--- config.mk ---
export PLATFORM = sky130hd
export DESIGN_NAME = latip_mem
export DESIGN_NICKNAME = d
export VERILOG_FILES = /design/src/rtl/latip_pkg.sv /design/src/rtl/latip_mem.sv
export SDC_FILE = /design/constraint.sdc
export NUM_CORES = 1
export LEC_CHECK = 0
export BUFFER_PORTS_ARGS = -buffer_cell sky130_fd_sc_hd__buf_4
export CAP_MARGIN = 20
export CORE_ASPECT_RATIO = 0.8
export CORE_MARGIN = 4
export CORE_UTILIZATION = 58
export DETAILED_ROUTE_END_ITERATION = 7
export PLACE_DENSITY = 0.88
export REMOVE_ABC_BUFFERS = 1
export SLEW_MARGIN = 10
export SYNTH_ARGS = -nofsm -noshare
export SYNTH_HDL_FRONTEND = slang
export SYNTH_SLANG_ARGS = --single-unit
--- constraint.sdc ---
create_clock -name clk_i -period 3.3 [get_ports clk_i]
set_input_delay 0.495 -clock clk_i [delete_from_list [all_inputs] [get_ports clk_i]]
set_output_delay 0.495 -clock clk_i [all_outputs]
set_load 0.01 [all_outputs]
--- src/rtl/latip_pkg.sv ---
// Shared types, constants and codes for the lidar angle table interpolator.
package latip_pkg;

  // Default table geometry
  localparam int unsigned FacetsDef    = 4;
  localparam int unsigned ColumnsDef   = 65;
  localparam int unsigned MaxSetsDef   = 24;
  localparam int unsigned ReceiversDef = 8;

  // Fixed field widths
  localparam int unsigned LINE_W  = 10;
  localparam int unsigned SET_W   = 5;
  localparam int unsigned USED_W  = 4;
  localparam int unsigned RX_W    = 3;
  localparam int unsigned FRAC_W  = 8;
  localparam int unsigned ANGLE_W = 16;
  localparam int unsigned WORD_W  = 2 * ANGLE_W;
  localparam int unsigned CFG_IDX_W = 2;

  // Arithmetic constants
  localparam logic signed [16:0] ENC_BASE     = 17'sd8192;
  localparam logic [ANGLE_W-1:0] INSET_OFFSET = 16'd18;
  localparam logic signed [ANGLE_W-1:0] VIEW_LIMIT = 16'sd10922;

  // Configuration reset values
  localparam logic [SET_W-1:0]  SET_COUNT_RST = 5'd6;
  localparam logic [USED_W-1:0] RX_USED_RST   = 4'd8;
  localparam logic              INSET_EN_RST  = 1'b1;

  // Configuration register indexes
  localparam logic [CFG_IDX_W-1:0] CFG_SET_COUNT = 2'd0;
  localparam logic [CFG_IDX_W-1:0] CFG_RX_USED   = 2'd1;
  localparam logic [CFG_IDX_W-1:0] CFG_INSET_EN  = 2'd2;

  // Request codes
  localparam logic REQ_LOAD   = 1'b0;
  localparam logic REQ_LOOKUP = 1'b1;

  typedef enum logic [2:0] {
    ST_IDLE,
    ST_DIV,
    ST_ROW,
    ST_BASE,
    ST_ISSUE
  } state_e;

  typedef struct packed {
    logic                       req_type;
    logic [15:0]                entry_address;
    logic signed [ANGLE_W-1:0]  entry_h;
    logic signed [ANGLE_W-1:0]  entry_v;
    logic [1:0]                 facet;
    logic signed [15:0]         encoder_angle;
    logic [LINE_W-1:0]          scan_line;
  } in_t;

  typedef struct packed {
    logic [RX_W-1:0]            receiver;
    logic signed [ANGLE_W-1:0]  angle_h;
    logic signed [ANGLE_W-1:0]  angle_v;
    logic                       in_view;
    logic                       last;
  } out_t;

  // Per-read tag that travels with the memory read into the blend stage
  typedef struct packed {
    logic [RX_W-1:0]   receiver;
    logic              last;
    logic [FRAC_W-1:0] frac;
    logic              inset;
  } issue_meta_t;

endpackage

--- src/rtl/latip_mem.sv ---
// Calibration table memory: one write port, two registered read ports.
module latip_mem #(
  parameter int unsigned DEPTH = 2,
  parameter int unsigned AW    = 1
) (
  input  logic                         clk_i,
  input  logic                         we_i,
  input  logic [AW-1:0]                waddr_i,
  input  logic [latip_pkg::WORD_W-1:0] wdata_i,
  input  logic                         re_i,
  input  logic [AW-1:0]                raddr_a_i,
  input  logic [AW-1:0]                raddr_b_i,
  output logic [latip_pkg::WORD_W-1:0] rdata_a_o,
  output logic [latip_pkg::WORD_W-1:0] rdata_b_o
);

  logic [latip_pkg::WORD_W-1:0] mem_q [DEPTH];
  logic [latip_pkg::WORD_W-1:0] rdata_a_q, rdata_b_q;

  always_ff @(posedge clk_i) begin
    if (we_i) begin
      mem_q[waddr_i] <= wdata_i;
    end
  end

  // read data holds while no read is issued
  always_ff @(posedge clk_i) begin
    if (re_i) begin
      rdata_a_q <= mem_q[raddr_a_i];
      rdata_b_q <= mem_q[raddr_b_i];
    end
  end

  assign rdata_a_o = rdata_a_q;
  assign rdata_b_o = rdata_b_q;

endmodule

==> metrics.cfg <==
[worst_setup_path]
slowest_stage = edfxtp_1
critPathTopFamily = flip-flops
end_kind = primary output
worst_path_largest_cell_delay_ns = 0.41
reg2reg_from = mem_q[0][24]
crit_chain = buf_4
start_kind = flip-flop
reg2reg_depth = 1
cp_max_fo = 1
r2r_setup_slack_ns = 2.32
cp_num_buf_inv = 1
reg2reg_to = rdata_b_o[24]
worstSetupPathType = reg2out
required_ns = 2.80
worstPathArrival_ns = 1.07

[clock_tree]
cts_buffers = 17
htreeDepth = 4
cts_hold_buf = 0
cts.sinks = 128
cts_setup_buffers = 0
path_clk_slew_ns = 0.06
clk_latency_ns = 0.50
cts_resized = 0
cts_buffer_depth = 2
root_buffer = clkbuf_8
cts_tree = built

[route]
drcViolationCount = 0
met1_length_um = 3340
highest-signal-layer = met4
ant_nets = 0
drtIter0Drc = 66
wl_met2_um = 4010
wire_per_inst_um = 18.6
vias_per_cell = 5.09
dr_wl_met3_um = 691
vias = 2216
dr.pass1.iters = 4
drt-total-wl_um = 8110

[finish]
regArea_sq_um = 3840
fill_cells = 458
multiInputGateArea_sq_um = 967
final_cells = 435
antenna_cells = 0
area_growth_pct = 28.1
final_nets = 352
drive_gt1_share_pct = 60.6

[power_and_ir_drop]
vdd_ir_drop_max_uv = 620
p_sw_share_pct = 19.7
clkPwrFrac_pct = 45.9
power.internal_uw = 3430
switchingPower_uw = 842
power_frac_comb_pct = 7.7
p_per_area_nw_per_um2 = 674
p_seq_share_pct = 46.4
leakage_uw = 0.00254

[logic_synthesis]
yosysUniqueCellTypes = 7
synth_area_sq_um = 4940
syn_inst = 202
synth.avg_cell_area_sq_um = 24.5
seq_area_frac_synth_pct = 77.7
ys_ff_latch = 128
yosys_warnings = 0

[placement]
dpl.cell_count = 403
place.gp.congestion = 0.672
io_buffers = 101

[sta]
fin_setup_tns_ns = 0
min_period_ns = 1.56
whs_ns = 0.182
min_period_over_period_pct = 47.3
setup_viol = 0
max_freq_mhz = 641
drv_slew = 0
skew_ns = 0.00830
tightest_slew_ns = 0.959
slew_headroom_pct = 35.9
hold_violations = 0
rsz0062_at_grt = false

[die]
num_rows = 29
die_w_um = 111
coreArea_sq_um = 8130
start_util_pct = 60.8
die_h_um = 90.6
io_pins = 102
dieArea_sq_um = 10100

[grt]
grt_max_degree = 65
grt_pass1_wl_um = 12600
grt_pass1_vias = 2392
antenna_found_initial = 0
grt_use_total_pct = 16.7
gr-total-overflow = 0

[hold_path]
hold_start = wdata_i[20]
holdPathEnd = mem_q[0][20]
hold_depth = 1
hold_class = in2reg

[job]
max_cap_violations = 0

[outcome]
outcome = finished clean

## registers in the layout, summed over array words and instances, names as in the netlist
signal	count
rdata_b_o	32
mem_q	64
rdata_a_o	32
## synthesized netlist by cell type
library cell / n / share of area [%]
buf_6: 2 / 0.46
edfxtp_1: 128 / 78
mux2_2: 4 / 0.91
and2_1: 1 / 0.13
mux2_4: 60 / 18
buf_12: 6 / 2.4
nor2b_1: 1 / 0.13
## routing by layer
layer  up-vias  track usage, %
met5         -               0
met1      1077            20.5
met2       103            27.2
met4         0            5.17
li1       1028               -
met3         8            6.90
## how the worst max path moves through the flow
stage / endpoint / slack (ns) / cells after the start / start
2_1_floorplan: mem_q[0][0] / 0.93 / 1 / waddr_i
3_3_place_gp: mem_q[0][18] / 1.55 / 2 / waddr_i
3_5_place_dp: mem_q[0][16] / 1.49 / 2 / waddr_i
4_1_cts: rdata_b_o[22] / 1.72 / 1 / rdata_b_o[22]
5_1_grt: rdata_b_o[22] / 1.71 / 1 / rdata_b_o[22]
6_report: rdata_b_o[22] / 1.74 / 1 / rdata_b_o[22]
## through the flow
| stage | area [sq um] | setup WS, ns | total power [uW] | utilization, % |
|---|---|---|---|---|
| after floorplan | 4800 | 0.927 | 2150 | - |
| after global placement | 5700 | 1.55 | 2330 | 70.2 |
| after detailed placement | 5700 | 1.49 | 2340 | 70.2 |
| after CTS | 6330 | 1.72 | 4310 | 77.9 |
| after global routing | 6330 | 1.71 | 4410 | 77.9 |
| final | 6330 | 1.74 | 4270 | 77.9 |
## layout by cell type, fill, tap and decap left out
cell        netlist  final
clkbuf_16         0     16
mux2_4           60     60
nor2b_4           0      1
clkinvlp_4        0      2
buf_4             0    101
clkinv_4          0      1
mux2_2            4      4
bufinv_16         0      5
clkbuf_8          0      1
clkinv_2          0      4
clkinv_1          0      1
edfxtp_1        128    128
inv_6             0      2
and2_2            0      1
## logic make-up (layout without fill, tap and decap cells)
| kind of cell | Yosys count | in the layout | synth area share, % |
|---|---|---|---|
| muxes | 64 | 64 | 19.1 |
| DFF | 128 | 128 | 77.7 |
| buffers and inverters | 8 | 133 | 2.88 |
| and+or+nand+nor | 2 | 2 | 0.253 |
## power by group through the flow
| stage | clock [uW] | combinational [uW] | sequential [uW] |
|---|---|---|---|
| 2_1_floorplan | 0 | 123 | 2030 |
| 3_3_place_gp | 0 | 325 | 2000 |
| 3_5_place_dp | 0 | 334 | 2010 |
| 4_1_cts | 1990 | 335 | 1980 |
| 5_1_grt | 2070 | 353 | 1990 |
| 6_report | 1960 | 330 | 1980 |
## final cells by class
cell class / count / share of cell area [%]
flip-flops and latches: 128 / 60.7
repair buffers: 101 / 12.0
multi-input cells: 66 / 15.3
clock buffers: 17 / 6.54
clock inverters: 15 / 3.40
well taps: 108 / 2.13
Power figures use the tool's default switching activity.
