## src/rtl/latip_pkg.sv

```systemverilog
// Shared types, constants and codes for the lidar angle table interpolator.
package latip_pkg;

  // Default table geometry
  localparam int unsigned FacetsDef    = 4;
  localparam int unsigned ColumnsDef   = 65;
  localparam int unsigned MaxSetsDef   = 24;
  localparam int unsigned ReceiversDef = 8;

  // Fixed field widths
  localparam int unsigned LINE_W  = 10;
  localparam int unsigned SET_W   = 5;
  localparam int unsigned USED_W  = 4;
  localparam int unsigned RX_W    = 3;
  localparam int unsigned FRAC_W  = 8;
  localparam int unsigned ANGLE_W = 16;
  localparam int unsigned WORD_W  = 2 * ANGLE_W;
  localparam int unsigned CFG_IDX_W = 2;

  // Arithmetic constants
  localparam logic signed [16:0] ENC_BASE     = 17'sd8192;
  localparam logic [ANGLE_W-1:0] INSET_OFFSET = 16'd18;
  localparam logic signed [ANGLE_W-1:0] VIEW_LIMIT = 16'sd10922;

  // Configuration reset values
  localparam logic [SET_W-1:0]  SET_COUNT_RST = 5'd6;
  localparam logic [USED_W-1:0] RX_USED_RST   = 4'd8;
  localparam logic              INSET_EN_RST  = 1'b1;

  // Configuration register indexes
  localparam logic [CFG_IDX_W-1:0] CFG_SET_COUNT = 2'd0;
  localparam logic [CFG_IDX_W-1:0] CFG_RX_USED   = 2'd1;
  localparam logic [CFG_IDX_W-1:0] CFG_INSET_EN  = 2'd2;

  // Request codes
  localparam logic REQ_LOAD   = 1'b0;
  localparam logic REQ_LOOKUP = 1'b1;

  typedef enum logic [2:0] {
    ST_IDLE,
    ST_DIV,
    ST_ROW,
    ST_BASE,
    ST_ISSUE
  } state_e;

  typedef struct packed {
    logic                       req_type;
    logic [15:0]                entry_address;
    logic signed [ANGLE_W-1:0]  entry_h;
    logic signed [ANGLE_W-1:0]  entry_v;
    logic [1:0]                 facet;
    logic signed [15:0]         encoder_angle;
    logic [LINE_W-1:0]          scan_line;
  } in_t;

  typedef struct packed {
    logic [RX_W-1:0]            receiver;
    logic signed [ANGLE_W-1:0]  angle_h;
    logic signed [ANGLE_W-1:0]  angle_v;
    logic                       in_view;
    logic                       last;
  } out_t;

  // Per-read tag that travels with the memory read into the blend stage
  typedef struct packed {
    logic [RX_W-1:0]   receiver;
    logic              last;
    logic [FRAC_W-1:0] frac;
    logic              inset;
  } issue_meta_t;

endpackage

```

## src/rtl/latip_out.sv

```systemverilog
// Blend stage and output word register with stall handling.
module latip_out (
  input  logic                          clk_i,
  input  logic                          rst_ni,
  input  logic                          issue_i,
  input  latip_pkg::issue_meta_t        meta_i,
  input  logic [latip_pkg::WORD_W-1:0]  rdata_a_i,
  input  logic [latip_pkg::WORD_W-1:0]  rdata_b_i,
  input  logic                          out_stall_i,
  output logic                          out_valid_o,
  output latip_pkg::out_t               out_data_o,
  output logic                          can_issue_o
);

  localparam int unsigned AW_ = latip_pkg::ANGLE_W;

  logic                   rd_valid_q;
  latip_pkg::issue_meta_t meta_q;
  logic                   out_valid_q;
  latip_pkg::out_t        out_q, out_d;
  logic                   adv;

  logic signed [AW_:0]     diff_h, diff_v;
  logic signed [AW_+9:0]   sum_h, sum_v;
  logic signed [AW_-1:0]   h_w;
  logic [AW_-1:0]          v_w;

  assign adv         = rd_valid_q && (!out_valid_q || !out_stall_i);
  assign can_issue_o = !rd_valid_q || adv;

  // a*(256-f) + b*f == a*256 + (b-a)*f; the floor shift is a bit select
  always_comb begin
    diff_h = (AW_+1)'($signed(rdata_b_i[2*AW_-1:AW_])) -
             (AW_+1)'($signed(rdata_a_i[2*AW_-1:AW_]));
    diff_v = (AW_+1)'($signed(rdata_b_i[AW_-1:0])) -
             (AW_+1)'($signed(rdata_a_i[AW_-1:0]));
    sum_h  = (AW_+10)'($signed({rdata_a_i[2*AW_-1:AW_], 8'd0})) +
             (AW_+10)'(diff_h) * (AW_+10)'($signed({1'b0, meta_q.frac}));
    sum_v  = (AW_+10)'($signed({rdata_a_i[AW_-1:0], 8'd0})) +
             (AW_+10)'(diff_v) * (AW_+10)'($signed({1'b0, meta_q.frac}));
    h_w    = sum_h[AW_+7:8];
    v_w    = sum_v[AW_+7:8] + (meta_q.inset ? latip_pkg::INSET_OFFSET : '0);
    out_d.receiver = meta_q.receiver;
    out_d.angle_h  = h_w;
    out_d.angle_v  = v_w;
    out_d.in_view  = (h_w >= -latip_pkg::VIEW_LIMIT) && (h_w <= latip_pkg::VIEW_LIMIT);
    out_d.last     = meta_q.last;
  end

  always_ff @(posedge clk_i or negedge rst_ni) begin
    if (!rst_ni) begin
      rd_valid_q  <= 1'b0;
      out_valid_q <= 1'b0;
    end else begin
      if (issue_i) begin
        rd_valid_q <= 1'b1;
      end else if (adv) begin
        rd_valid_q <= 1'b0;
      end
      if (adv) begin
        out_valid_q <= 1'b1;
      end else if (!out_stall_i) begin
        out_valid_q <= 1'b0;
      end
    end
  end

  always_ff @(posedge clk_i) begin
    if (issue_i) begin
      meta_q <= meta_i;
    end
    if (adv) begin
      out_q <= out_d;
    end
  end

  assign out_valid_o = out_valid_q;
  assign out_data_o  = out_q;

endmodule

```

## config.mk

```make
export PLATFORM = sky130hd
export DESIGN_NAME = latip_out
export DESIGN_NICKNAME = d
export VERILOG_FILES = /design/src/rtl/latip_pkg.sv /design/src/rtl/latip_out.sv
export SDC_FILE = /design/constraint.sdc
export NUM_CORES = 1
export LEC_CHECK = 0
export BUFFER_PORTS_ARGS = -buffer_cell sky130_fd_sc_hd__buf_2
export CAP_MARGIN = 20
export CORE_UTILIZATION = 65
export DETAILED_ROUTE_END_ITERATION = 16
export HOLD_SLACK_MARGIN = 0.08
export PLACE_DENSITY = 0.95
export REMOVE_ABC_BUFFERS = 1
export SETUP_SLACK_MARGIN = 0.2
export SYNTH_ARGS = -nofsm -noshare
export SYNTH_HDL_FRONTEND = slang
export SYNTH_SLANG_ARGS = --single-unit
```

## constraint.sdc

```tcl
create_clock -name clk_i -period 10.73 [get_ports clk_i]
set_input_delay 2.146 -clock clk_i [delete_from_list [all_inputs] [get_ports clk_i]]
set_output_delay 2.146 -clock clk_i [all_outputs]
set_load 0.02 [all_outputs]
```

==> results_dict.tcl <==
set metrics [dict create \
    grt_antenna_before_repair 0 \
    wl_per_cell_um 17.5 \
    grt_max_degree 43 \
    synth_top_cell_area_share 0.340 \
    required_ns 10.79 \
    drv_cap 0 \
    critPathSlowestCell "fa_1" \
    drt-total-wl_mm 33.9 \
    worstHoldStart "meta_q[10]" \
    clock_skew_ns 0.00539 \
    final_antenna_net_count 0 \
    num_rows 52 \
    hold_violations 0 \
    drc 0 \
    fin_crit_sh 0.963 \
    clockBufferDepth 2 \
    die_h_um 148 \
    layout.nets 2107 \
    stdcell_area_um2 15200 \
    root_buffer "clkbuf_16" \
    area_delta_synth_final_pct 10.1 \
    floorplan.initialDensity 0.673 \
    avgSynthCellArea_um2 8.94 \
    netlist_area_um2 13800 \
    finalNonFillerCells 1937 \
    timing_worst_slew_pin_value_ns 0.815 \
    yosysMostFrequentCell "inv_1" \
    worstSetupPathType "input pin to register" \
    drive_above_1_share 0.129 \
    outcome "finished, final reports clean" \
    cts.htree.levels 2 \
    grt_pass1_wl_mm 55.8 \
    place_area_um2 14800 \
    ys_seq_area_frac 0.112 \
    synthArstFlopShare 0.0385 \
    via_count 11500 \
    arrival_ns 10.40 \
    max_freq_ghz 0.0967 \
    place.gp.congestion 0.929 \
    finalSetupViolCount 0 \
    post-route-util 0.741 \
    dieArea_um2 21800 \
    grt_pass1_vias 12400 \
    portBuffers 119 \
    regArea_um2 1550 \
    ys_top_cells_by_count "inv_1, fa_1, nand2_1" \
    ys_ff_latch 52 \
    hpwl_mm 26.3 \
    max_stage_delay_ns 0.53 \
    maxSlewHeadroom 0.455 \
    place_inst 1916 \
    worst-r2r-setup-slack_ns 3.05 \
    pin_count 120 \
    numCtsBuffers 5 \
    hold_class "register to register" \
    worstReg2RegStart "meta_q[5]" \
    final-max-slew-violation-count 0 \
    cp_max_fo 8 \
    cts_tree "built" \
    vias_per_cell 5.93 \
    synthCells 1543 \
    grt_overflow 0 \
    core_um2 20500 \
    yosys_warnings 0 \
    synth.largest_area_cell "fa_1" \
    fillers 1310 \
    die_w_um 148 \
    ys_top_cells_by_area "fa_1, ha_1, edfxtp_1" \
    worstSetupStartpoint "rdata_a_i[0]" \
    period_needed_ns 10.34 \
    ys_types 72 \
    drt_pass1_iterations 5 \
    synth_edf_count 50 \
    rsz0062_at_grt "yes" \
    cts.clk_slew.worst_paths_ns 0.08 \
    grt.total_usage 0.321 \
    clkLatencyLatePin_ns 0.31 \
    yosys_most_used_dff "edfxtp_1" \
    startpoint_type "input pin" \
    critPathCaptureType "register" \
    multiInputGateArea_um2 10900 \
    drtIter0Drc 748 \
    cp_common_cell "fa_1" \
    cts.sinks 52 \
]
==> stage by stage <==
stage,worst slack (ns),setup TNS [ns],hold slack [ns]
final,0.393,0,0.427
after global routing,0.0469,0,0.434
after CTS,0.240,0,0.425
after detailed placement,-0.140,-0.140,0.406
after global placement,0.148,0,0.404
after floorplan,0.357,0,0.400
==> flip-flops by register name, indices dropped and copies added, names as in the netlist <==
signal,flops
rd_valid_q,1
out_data_o,37
out_valid_o,1
meta_q,13
==> kinds of logic after synthesis <==
family	synth area share
fa+ha+maj	0.456
simple gates	0.185
compound gates	0.0914
buf+inv	0.107
xor+xnor	0.0483
flops	0.112
==> cell usage in the layout (no fill, tap or decap), types with 4 or more instances in the layout <==
cell	n
buf_2	119
o311ai_0	12
o21a_1	11
nand2b_1	21
a21boi_1	7
nand4_1	4
clkbuf_16	5
a21oi_1	26
xnor2_1	43
and2_1	110
edfxtp_1	50
nand3_1	39
nor3_1	29
o22ai_1	4
inv_1	336
o21ai_0	18
a31oi_1	7
nor3b_1	7
a21o_1	8
nor2b_1	16
o211ai_1	4
a311oi_1	7
a211oi_1	20
nand2_1	149
o21ai_1	5
buf_4	48
o221ai_1	5
ha_1	128
nor2_1	66
xor2_1	22
fa_1	233
and3_1	19
==> cell type report <==
class,instances,share of cell area
diodes,2,0.000329
clock inverters,3,0.00165
well taps,270,0.0222
flip-flops and latches,52,0.102
multi-input cells,1099,0.717
inverters,337,0.0833
repair buffers,169,0.0649
clock buffers,5,0.00824
==> routing by layer <==
layer,GRT usage,wire length [µm],vias up
li1,-,-,5155
met1,0.371,12500,5651
met2,0.579,17700,523
met3,0.0383,2090,150
met4,0.177,1640,0
met5,0,0,-
==> timing repair <==
| action | in CTS | in global routing |
|---|---|---|
| hold buffers | 0 | 0 |
| gates cloned | 0 | 0 |
| buffers inserted | 0 | 9 |
| resized for setup | 3 | 34 |
| pin swaps | 0 | 13 |
| setup endpoints to repair | 1 | 4 |
==> critical path: cells and delay by family <==
kind                     cells  cell delay [ns]
adder cells (fa/ha/maj)      8             3.41
AO/OA/AOI/OAI               10             2.07
AND/OR/NAND/NOR              8             1.59
buffers and inverters        7             0.66
XOR/XNOR                     2             0.48
==> path summary, 6_finish.rpt <==
kind	endpoint	depth (start not counted)
max reg2reg	out_data_o[17]	22
max in group asynchronous	out_valid_o	1
min reg2reg	out_data_o[34]	0
max	out_data_o[17]	35
min	out_data_o[34]	0
min in group asynchronous	rd_valid_q	1
Power is not shown: default switching activity piles up to over one toggle a cycle in this logic, so the estimate is an artifact.
