File: config.mk
export PLATFORM = sky130hd
export DESIGN_NAME = latip_div
export DESIGN_NICKNAME = d
export VERILOG_FILES = /design/src/rtl/latip_pkg.sv /design/src/rtl/latip_div.sv
export SDC_FILE = /design/constraint.sdc
export NUM_CORES = 1
export LEC_CHECK = 0
export BUFFER_PORTS_ARGS = -buffer_cell sky130_fd_sc_hd__buf_2
export CAP_MARGIN = 5
export CORE_UTILIZATION = 45
export DETAILED_ROUTE_END_ITERATION = 8
export PLACE_DENSITY = 0.67
export SETUP_SLACK_MARGIN = 0.02
export SLEW_MARGIN = 5
export SYNTH_ARGS = -nofsm -noshare
export SYNTH_HDL_FRONTEND = slang
export SYNTH_SLANG_ARGS = --single-unit
File: constraint.sdc
create_clock -name clk_i -period 2.5 [get_ports clk_i]
set_input_delay 0.125 -clock clk_i [delete_from_list [all_inputs] [get_ports clk_i]]
set_output_delay 0.125 -clock clk_i [all_outputs]
set_load 0.03 [all_outputs]
File: src/rtl/latip_pkg.sv
// Shared types, constants and codes for the lidar angle table interpolator.
package latip_pkg;

  // Default table geometry
  localparam int unsigned FacetsDef    = 4;
  localparam int unsigned ColumnsDef   = 65;
  localparam int unsigned MaxSetsDef   = 24;
  localparam int unsigned ReceiversDef = 8;

  // Fixed field widths
  localparam int unsigned LINE_W  = 10;
  localparam int unsigned SET_W   = 5;
  localparam int unsigned USED_W  = 4;
  localparam int unsigned RX_W    = 3;
  localparam int unsigned FRAC_W  = 8;
  localparam int unsigned ANGLE_W = 16;
  localparam int unsigned WORD_W  = 2 * ANGLE_W;
  localparam int unsigned CFG_IDX_W = 2;

  // Arithmetic constants
  localparam logic signed [16:0] ENC_BASE     = 17'sd8192;
  localparam logic [ANGLE_W-1:0] INSET_OFFSET = 16'd18;
  localparam logic signed [ANGLE_W-1:0] VIEW_LIMIT = 16'sd10922;

  // Configuration reset values
  localparam logic [SET_W-1:0]  SET_COUNT_RST = 5'd6;
  localparam logic [USED_W-1:0] RX_USED_RST   = 4'd8;
  localparam logic              INSET_EN_RST  = 1'b1;

  // Configuration register indexes
  localparam logic [CFG_IDX_W-1:0] CFG_SET_COUNT = 2'd0;
  localparam logic [CFG_IDX_W-1:0] CFG_RX_USED   = 2'd1;
  localparam logic [CFG_IDX_W-1:0] CFG_INSET_EN  = 2'd2;

  // Request codes
  localparam logic REQ_LOAD   = 1'b0;
  localparam logic REQ_LOOKUP = 1'b1;

  typedef enum logic [2:0] {
    ST_IDLE,
    ST_DIV,
    ST_ROW,
    ST_BASE,
    ST_ISSUE
  } state_e;

  typedef struct packed {
    logic                       req_type;
    logic [15:0]                entry_address;
    logic signed [ANGLE_W-1:0]  entry_h;
    logic signed [ANGLE_W-1:0]  entry_v;
    logic [1:0]                 facet;
    logic signed [15:0]         encoder_angle;
    logic [LINE_W-1:0]          scan_line;
  } in_t;

  typedef struct packed {
    logic [RX_W-1:0]            receiver;
    logic signed [ANGLE_W-1:0]  angle_h;
    logic signed [ANGLE_W-1:0]  angle_v;
    logic                       in_view;
    logic                       last;
  } out_t;

  // Per-read tag that travels with the memory read into the blend stage
  typedef struct packed {
    logic [RX_W-1:0]   receiver;
    logic              last;
    logic [FRAC_W-1:0] frac;
    logic              inset;
  } issue_meta_t;

endpackage

File: src/rtl/latip_div.sv
// Restoring remainder unit: scan line modulo set count, one quotient bit per cycle.
module latip_div (
  input  logic                        clk_i,
  input  logic                        rst_ni,
  input  logic                        start_i,
  input  logic [latip_pkg::LINE_W-1:0] dividend_i,
  input  logic [latip_pkg::SET_W-1:0]  divisor_i,
  output logic                        done_o,
  output logic [latip_pkg::SET_W-1:0]  rem_o
);

  localparam int unsigned CNT_W = $clog2(latip_pkg::LINE_W + 1);

  logic                         busy_q, busy_d;
  logic                         done_q, done_d;
  logic [CNT_W-1:0]             cnt_q, cnt_d;
  logic [latip_pkg::LINE_W-1:0] dvd_q, dvd_d;
  logic [latip_pkg::SET_W-1:0]  dsr_q, dsr_d;
  logic [latip_pkg::SET_W-1:0]  rem_q, rem_d;
  logic [latip_pkg::SET_W:0]    trial;

  always_comb begin
    busy_d = busy_q;
    done_d = 1'b0;
    cnt_d  = cnt_q;
    dvd_d  = dvd_q;
    dsr_d  = dsr_q;
    rem_d  = rem_q;
    trial  = {rem_q, dvd_q[latip_pkg::LINE_W-1]};
    if (start_i) begin
      busy_d = 1'b1;
      cnt_d  = CNT_W'(latip_pkg::LINE_W);
      dvd_d  = dividend_i;
      dsr_d  = divisor_i;
      rem_d  = '0;
    end else if (busy_q) begin
      // shift in the next dividend bit, subtract when it fits
      if (trial >= {1'b0, dsr_q}) begin
        rem_d = latip_pkg::SET_W'(trial - {1'b0, dsr_q});
      end else begin
        rem_d = trial[latip_pkg::SET_W-1:0];
      end
      dvd_d = {dvd_q[latip_pkg::LINE_W-2:0], 1'b0};
      cnt_d = cnt_q - CNT_W'(1);
      if (cnt_q == CNT_W'(1)) begin
        busy_d = 1'b0;
        done_d = 1'b1;
      end
    end
  end

  always_ff @(posedge clk_i or negedge rst_ni) begin
    if (!rst_ni) begin
      busy_q <= 1'b0;
      done_q <= 1'b0;
      cnt_q  <= '0;
    end else begin
      busy_q <= busy_d;
      done_q <= done_d;
      cnt_q  <= cnt_d;
    end
  end

  always_ff @(posedge clk_i) begin
    dvd_q <= dvd_d;
    dsr_q <= dsr_d;
    rem_q <= rem_d;
  end

  assign done_o = done_q;
  assign rem_o  = rem_q;

endmodule

==> flow_metrics.py, run 1 <==
metrics = {
    "cts": {
        "cts.clk_slew.worst_paths_ns": 0.14,
        "cts_buffer_depth": 2,
        "clock-root-buffer": "clkbuf_4",
        "numCtsBuffers": 3,
        "postCtsResizedCells": 0,
        "cts_tree": "yes",
        "holdBufCountCts": 6,
        "clkLatencyLatePin_ns": 0.31,
        "clock_sink_count": 26,
        "post_cts_buffers": 0,
        "htreeDepth": 1,
    },
    "die": {
        "core-area_mm2": 0.002567,
        "initial_core_util": 0.4932,
        "ios": 24,
        "core.rowCount": 18,
        "die_h_um": 55.05,
        "die_area_mm2": 0.003030,
        "die-width_um": 55.05,
    },
    "flow_run": {
        "cap_violations": 0,
    },
    "finish": {
        "antenna_cells": 0,
        "area_growth_pct": 17.98,
        "final_net_count": 156,
        "layout-drive-gt1-share": 0.3023,
    },
    "placed_design": {
        "numPortBuffers": 23,
        "gp_congestion": 0.7686,
        "place_ws_ns": 0.3377,
        "dp_hpwl_um": 1438,
    },
    "routing": {
        "dr.pass1.iters": 4,
        "vias": 810,
        "wl_per_cell_um": 12.46,
        "drtAntennaViolNets": 0,
        "wl_um": 1981,
        "drt_iter0_drc": 5,
        "drc": 0,
        "vias_per_cell": 5.094,
    },
    "power_and_ir_drop": {
        "power.internal_w": 0.0008099,
        "p_switching_w": 0.0004369,
        "power.share.combinational": 0.397,
        "pwr-share-clk": 0.140,
        "p_seq_frac": 0.464,
        "power.density_mw_per_mm2": 834.6,
        "peakVddDrop_v": 0.0006659,
        "netSwitchingFraction": 0.3504,
        "power.leakage_nw": 0.6774,
    },
    "critical_path": {
        "critPathRequiredTime_ns": 2.69,
        "crit_fanout": 7,
        "r2r-start": "dvd_q[9]",
        "reg2reg_to": "rem_o[1]",
        "cp.arrival_ns": 2.38,
        "critPathLaunch": "dvd_q[9]",
        "crit_path_end_kind": "flop",
        "r2r_slack_ns": 0.31,
        "r2r_cells": 8,
        "critPathLaunchType": "flop",
        "critical_path_class": "flop to flop",
        "crit_path_end": "rem_o[1]",
    },
    "yosys": {
        "yosysTopAreaCellShare": 0.3557,
        "ys.flop_type": "edfxtp_1",
        "syn_inst": 99,
        "yosys_warnings": 0,
        "avgSynthCellArea_um2": 12.79,
        "synth_nets": 125,
        "ys_ff_latch": 26,
        "ys_types": 31,
        "ys_seq_area_frac": 0.5534,
        "syn_area_mm2": 0.001266,
        "synth_top_cells_by_area": "edfxtp_1 (36%), dfrtp_1 (12%), mux2_2 (8.0%)",
        "synth_edf_count": 15,
        "synth_async_sr_flop_share": 0.2308,
        "yosys.area.top_type": "edfxtp_1",
    },
    "timing": {
        "final_max_slew_viol_count": 0,
        "finClkSkew_ns": 0.006551,
        "hold_viol_final": 0,
        "post-route-min-period_ns": 2.186,
        "worstMarginPinSlew_ns": 0.4705,
        "min_period_over_period": 0.8742,
        "tns_ns": 0,
        "setup_slack_ns": 0.3144,
        "setup_viol": 0,
        "slew_headroom": 0.6863,
        "rsz0062_at_grt": "false",
        "max_freq_mhz": 457.5,
    },
    "global_route": {
        "grt_pass1_vias": 742,
        "grt_pass1_wl_um": 3160,
        "track_usage": 0.1504,
        "grt_start_max_net_pins": 24,
        "overflow": 0,
        "antenna_found_initial": 0,
    },
    "worst_hold_path": {
        "hold_class": "input port to flop",
    },
    "status": {
        "run_status": "completed",
    },
}
[logic make-up (layout without fill, tap and decap cells)]
kind of cell,after synthesis,in the layout,share of synthesized area
DFF,26,26,0.5534
and+or+nand+nor,22,22,0.09290
buffers and inverters,12,42,0.03557
muxes,11,11,0.09585
AOI/OAI and AO/OA,14,14,0.09585
xor gates and xnor gates,6,6,0.04151
adders and majority gates,8,8,0.08498
[layout make-up]
type                    count  area, um2
clock inverters             1      3.754
flip-flops and latches     26      700.7
multi-input cells          61      520.5
clock buffers               3      22.52
repair buffers             29      175.2
fillers                   238       1074
well taps                  30      37.54
inverters                   9      33.78
[cell usage in the layout, fill, tap and decap left out]
cell type and count:
buf_2 23, a22o_1 1, dfrtp_1 6, mux2_2 9, a31oi_1 1, edfxtp_1 15, a32oi_1 2, a21oi_1 1
and3_1 1, a211oi_2 1, nand2_1 6, clkbuf_4 3, clkinv_1 1, inv_1 9, fa_1 1, nor4b_1 1
nor2b_1 1, o21ai_0 3, and2_1 1, xor2_1 3, xnor2_1 3, ha_1 7, a221oi_4 1, or2_2 1
o211ai_1 1, nand3_1 1, nor2_1 5, dfxtp_1 5, a21o_1 3, nand3b_1 1, and3_4 1, dlygate4sd3_1 6
mux2i_1 2, nand2b_1 3
[registers in the layout (all words and copies together), names as in the netlist]
| name | count |
|---|---|
| dvd_q | 10 |
| dsr_q | 5 |
| rem_o | 5 |
| cnt_q | 4 |
| busy_q | 1 |
| done_o | 1 |
[routing by layer]
layer / track usage / share of wire
met1: 0.2010 / 0.48
met2: 0.2349 / 0.49
met3: 0.03279 / 0.029
met4: 0.06250 / 0.0076
met5: 0 / 0
[cell usage after synthesis, drive strengths merged (2+ instances only)]
library cell and number:
a32oi 2, and3 2, ha 7, xor2 3, nand2b 3, xnor2 3, nor2 5, inv 9
nand2 6, edfxtp 15, dfrtp 6, dfxtp 5, clkbuf 3, mux2i 2, mux2 9, o21ai 3
a21o 3
[power groups by stage]
| stage | Sequential (W) | Clock, W | Combinational [W] |
|---|---|---|---|
| final | 0.000578 | 0.000174 | 0.000494 |
| after global routing | 0.000590 | 0.000203 | 0.000542 |
| after CTS | 0.000580 | 0.000185 | 0.000499 |
| after detailed placement | 0.000589 | 0 | 0.000489 |
| after global placement | 0.000587 | 0 | 0.000484 |
| after floorplan | 0.000644 | 0 | 0.000325 |
[worst max-delay path, stage by stage (launching register included)]
cell,delay (ns)
edfxtp_1,0.38
inv_1,0.08
ha_1,0.15
inv_1,0.05
fa_1,0.42
a21o_1,0.21
a221oi_4,0.42
mux2i_1,0.27
a211oi_2,0.09
[through the flow]
stage / utilization / power [W] / cell area (um2) / hold slack, ns / std cells
global placement: 0.5482 / 0.001071 / 1408 / -0.04895 / 149
global route: 0.5819 / 0.001334 / 1494 / 0.06336 / 159
CTS: 0.5819 / 0.001264 / 1494 / 0.07440 / 159
finish: 0.5819 / 0.001247 / 1494 / 0.08536 / 159
floorplan: - / 0.0009689 / 1266 / -0.1706 / 99
detailed placement: 0.5482 / 0.001078 / 1408 / -0.04547 / 149
[worst min path at each step]
stage,slack [ns],from,endpoint,cells after the start
after floorplan,-0.17,rst_ni,busy_q,0
after global placement,-0.05,rst_ni,cnt_q[0],1
after detailed placement,-0.05,rst_ni,cnt_q[0],1
after CTS,0.07,dividend_i[0],dvd_q[0],2
after global routing,0.06,dividend_i[0],dvd_q[0],2
final,0.09,dividend_i[0],dvd_q[0],2
Note: power is estimated with default switching activity, not from simulation.
==> run 2, diff against run 1 <==
PLACE_DENSITY = 0.7   (was 0.67)
clock period = 2 ns   (was 2.5 ns; I/O delays follow)
==> run 2 against run 1 <==
The run now ends with setup timing left. Utilization rose by 2.5 points. Sequential share of layout area fell by 2.0 points. Power rose by 32%. Flip-flop and latch count did not move. Clock power rose by 28%. Cell count rose by 3.8%. Design area rose by 4.4%. Count of clock-buffer cells in the layout did not move. Wire length rose by 3.4%. Critical path depth did not move. Largest power group unchanged.
==> flow_metrics.py, run 2 (same netlist as run 1, synthesis figures left out) <==
metrics = {
    "power_and_ir_drop": {
        "netSwitchingFraction": 0.3539,
        "power.share.combinational": 0.420,
        "p_switching_w": 0.0005804,
        "power.internal_w": 0.001060,
        "p_seq_frac": 0.445,
        "pwr-share-clk": 0.135,
        "power.leakage_nw": 0.7053,
        "peakVddDrop_v": 0.0008362,
        "power.density_mw_per_mm2": 1052,
    },
    "timing": {
        "final_max_slew_viol_count": 0,
        "setup_viol": 2,
        "worstMarginPinSlew_ns": 0.4601,
        "setup_slack_ns": -0.01023,
        "max_freq_mhz": 497.5,
        "slew_headroom": 0.6927,
        "hold_viol_final": 0,
        "finClkSkew_ns": 0.01066,
        "rsz0062_at_grt": "true",
        "post-route-min-period_ns": 2.010,
        "min_period_over_period": 1.005,
        "tns_ns": -0.01760,
    },
    "die": {
        "ios": 24,
        "initial_core_util": 0.4932,
        "core-area_mm2": 0.002567,
        "core.rowCount": 18,
        "die-width_um": 55.05,
        "die_h_um": 55.05,
        "die_area_mm2": 0.003030,
    },
    "finish": {
        "final_util": 0.6072,
        "area_growth_pct": 23.12,
        "layout_common_cells": "buf_2 (23), edfxtp_1 (15), mux2_2 (9), inv_1 (7)",
        "layout-drive-gt1-share": 0.3704,
        "final_common_cell": "buf_2",
        "nFillCells": 216,
        "final_net_count": 162,
        "fin_area_mm2": 0.001559,
        "top_register": "dvd_q",
        "antenna_cells": 0,
        "largest_reg_flops": 10,
    },
    "global_route": {
        "overflow": 0,
        "grt_pass1_wl_um": 3118,
        "grt_start_max_net_pins": 24,
        "antenna_found_initial": 0,
        "grt_pass1_vias": 730,
        "track_usage": 0.1514,
    },
    "critical_path": {
        "crit_path_end_kind": "flop",
        "critPathRequiredTime_ns": 2.21,
        "critPathLaunchType": "flop",
        "crit_fanout": 4,
        "cp.arrival_ns": 2.22,
        "critPathLaunch": "dvd_q[9]",
        "r2r-start": "dvd_q[9]",
        "critical_path_class": "flop to flop",
    },
    "routing": {
        "drtAntennaViolNets": 0,
        "drc": 0,
        "vias": 844,
        "wl_um": 2048,
        "dr.pass1.iters": 4,
        "vias_per_cell": 5.115,
        "wl_per_cell_um": 12.41,
        "drt_iter0_drc": 11,
    },
    "cts": {
        "cts_buffer_depth": 2,
        "clock-root-buffer": "clkbuf_4",
        "cts.clk_slew.worst_paths_ns": 0.14,
        "clkLatencyLatePin_ns": 0.32,
        "numCtsBuffers": 3,
        "cts_tree": "yes",
        "clock_sink_count": 26,
        "htreeDepth": 1,
    },
    "status": {
        "violations": "setup timing",
        "run_status": "finished with violations",
    },
    "placed_design": {
        "place_ws_ns": -0.01369,
        "gp_congestion": 0.8476,
        "place_area_mm2": 0.001425,
        "numPortBuffers": 23,
        "dp_hpwl_um": 1439,
    },
    "worst_hold_path": {
        "min-delay-start": "dividend_i[0]",
        "hold_class": "input port to flop",
    },
    "flow_run": {
        "cap_violations": 0,
    },
}
[run 2: cell types whose count changed in the layout (fill, tap and decap cells not counted)]
cell / previous run / this run
buf_4: 0 / 6
fa_1: 1 / 0
fa_2: 0 / 1
ha_1: 7 / 6
ha_4: 0 / 1
inv_1: 9 / 7
inv_2: 0 / 2
nand3_1: 1 / 0
nand3_2: 0 / 1
[run 2: per-stage QoR]
stage	power (W)	hold WS [ns]	instances
floorplan	0.001211	-0.1956	99
global placement	0.001372	-0.07081	151
detailed placement	0.001385	-0.06800	151
CTS	0.001640	0.04646	163
global route	0.001740	0.06658	165
finish	0.001640	0.06181	165
[run 2: area by class of cell]
type	instances	area, um2	area share
sequential	26	700.7	0.4494
multi-input combinational	61	540.5	0.3467
timing repair buffer	35	220.2	0.1413
tap	30	37.54	0.02408
inverter	9	33.78	0.02167
clock buffer	3	22.52	0.01445
clock inverter	1	3.754	0.002408
[run 2: per-layer routing]
layer | wire length (um) | vias to the layer above | track usage
li1 | - | 425 | -
met2 | 1041 | 21 | 0.2530
met1 | 898 | 396 | 0.1886
met4 | 11 | 0 | 0.02500
met3 | 97 | 2 | 0.05738
met5 | 0 | - | 0
[run 2: what timing repair did]
item / in CTS / in global routing
hold buffers: 6 / 0
endpoints found under the hold margin: 11 / 0
pin swaps: 3 / 3
buffers inserted: 2 / 2
gates resized for setup: 3 / 2
setup endpoints to repair: 5 / 5
[run 2: worst paths after layout]
kind / cells past startpoint / slack, ns / end
worst max-delay path: 8 / -0.01 / rem_o[1]
worst min-delay path: 2 / 0.06 / dvd_q[0]
worst max register to register: 8 / -0.01 / rem_o[1]
worst min register to register: 2 / 0.51 / rem_o[4]
max in group asynchronous: 2 / 1.76 / done_o
min in group asynchronous: 2 / 0.11 / cnt_q[2]
[run 2: power by group through the flow]
stage / logic [W] / clock network, W / registers, W
finish: 0.000688 / 0.000222 / 0.000730
global route: 0.000749 / 0.000249 / 0.000741
global placement: 0.000636 / 0 / 0.000736
CTS: 0.000677 / 0.000234 / 0.000728
detailed placement: 0.000645 / 0 / 0.000739
floorplan: 0.000406 / 0 / 0.000806
[run 2: critical path: stages, from the launching register on]
cell,delay [ns]
edfxtp_1,0.40
inv_2,0.08
ha_4,0.13
inv_2,0.04
fa_2,0.33
a21o_1,0.20
a221oi_4,0.38
mux2i_1,0.25
a211oi_2,0.09
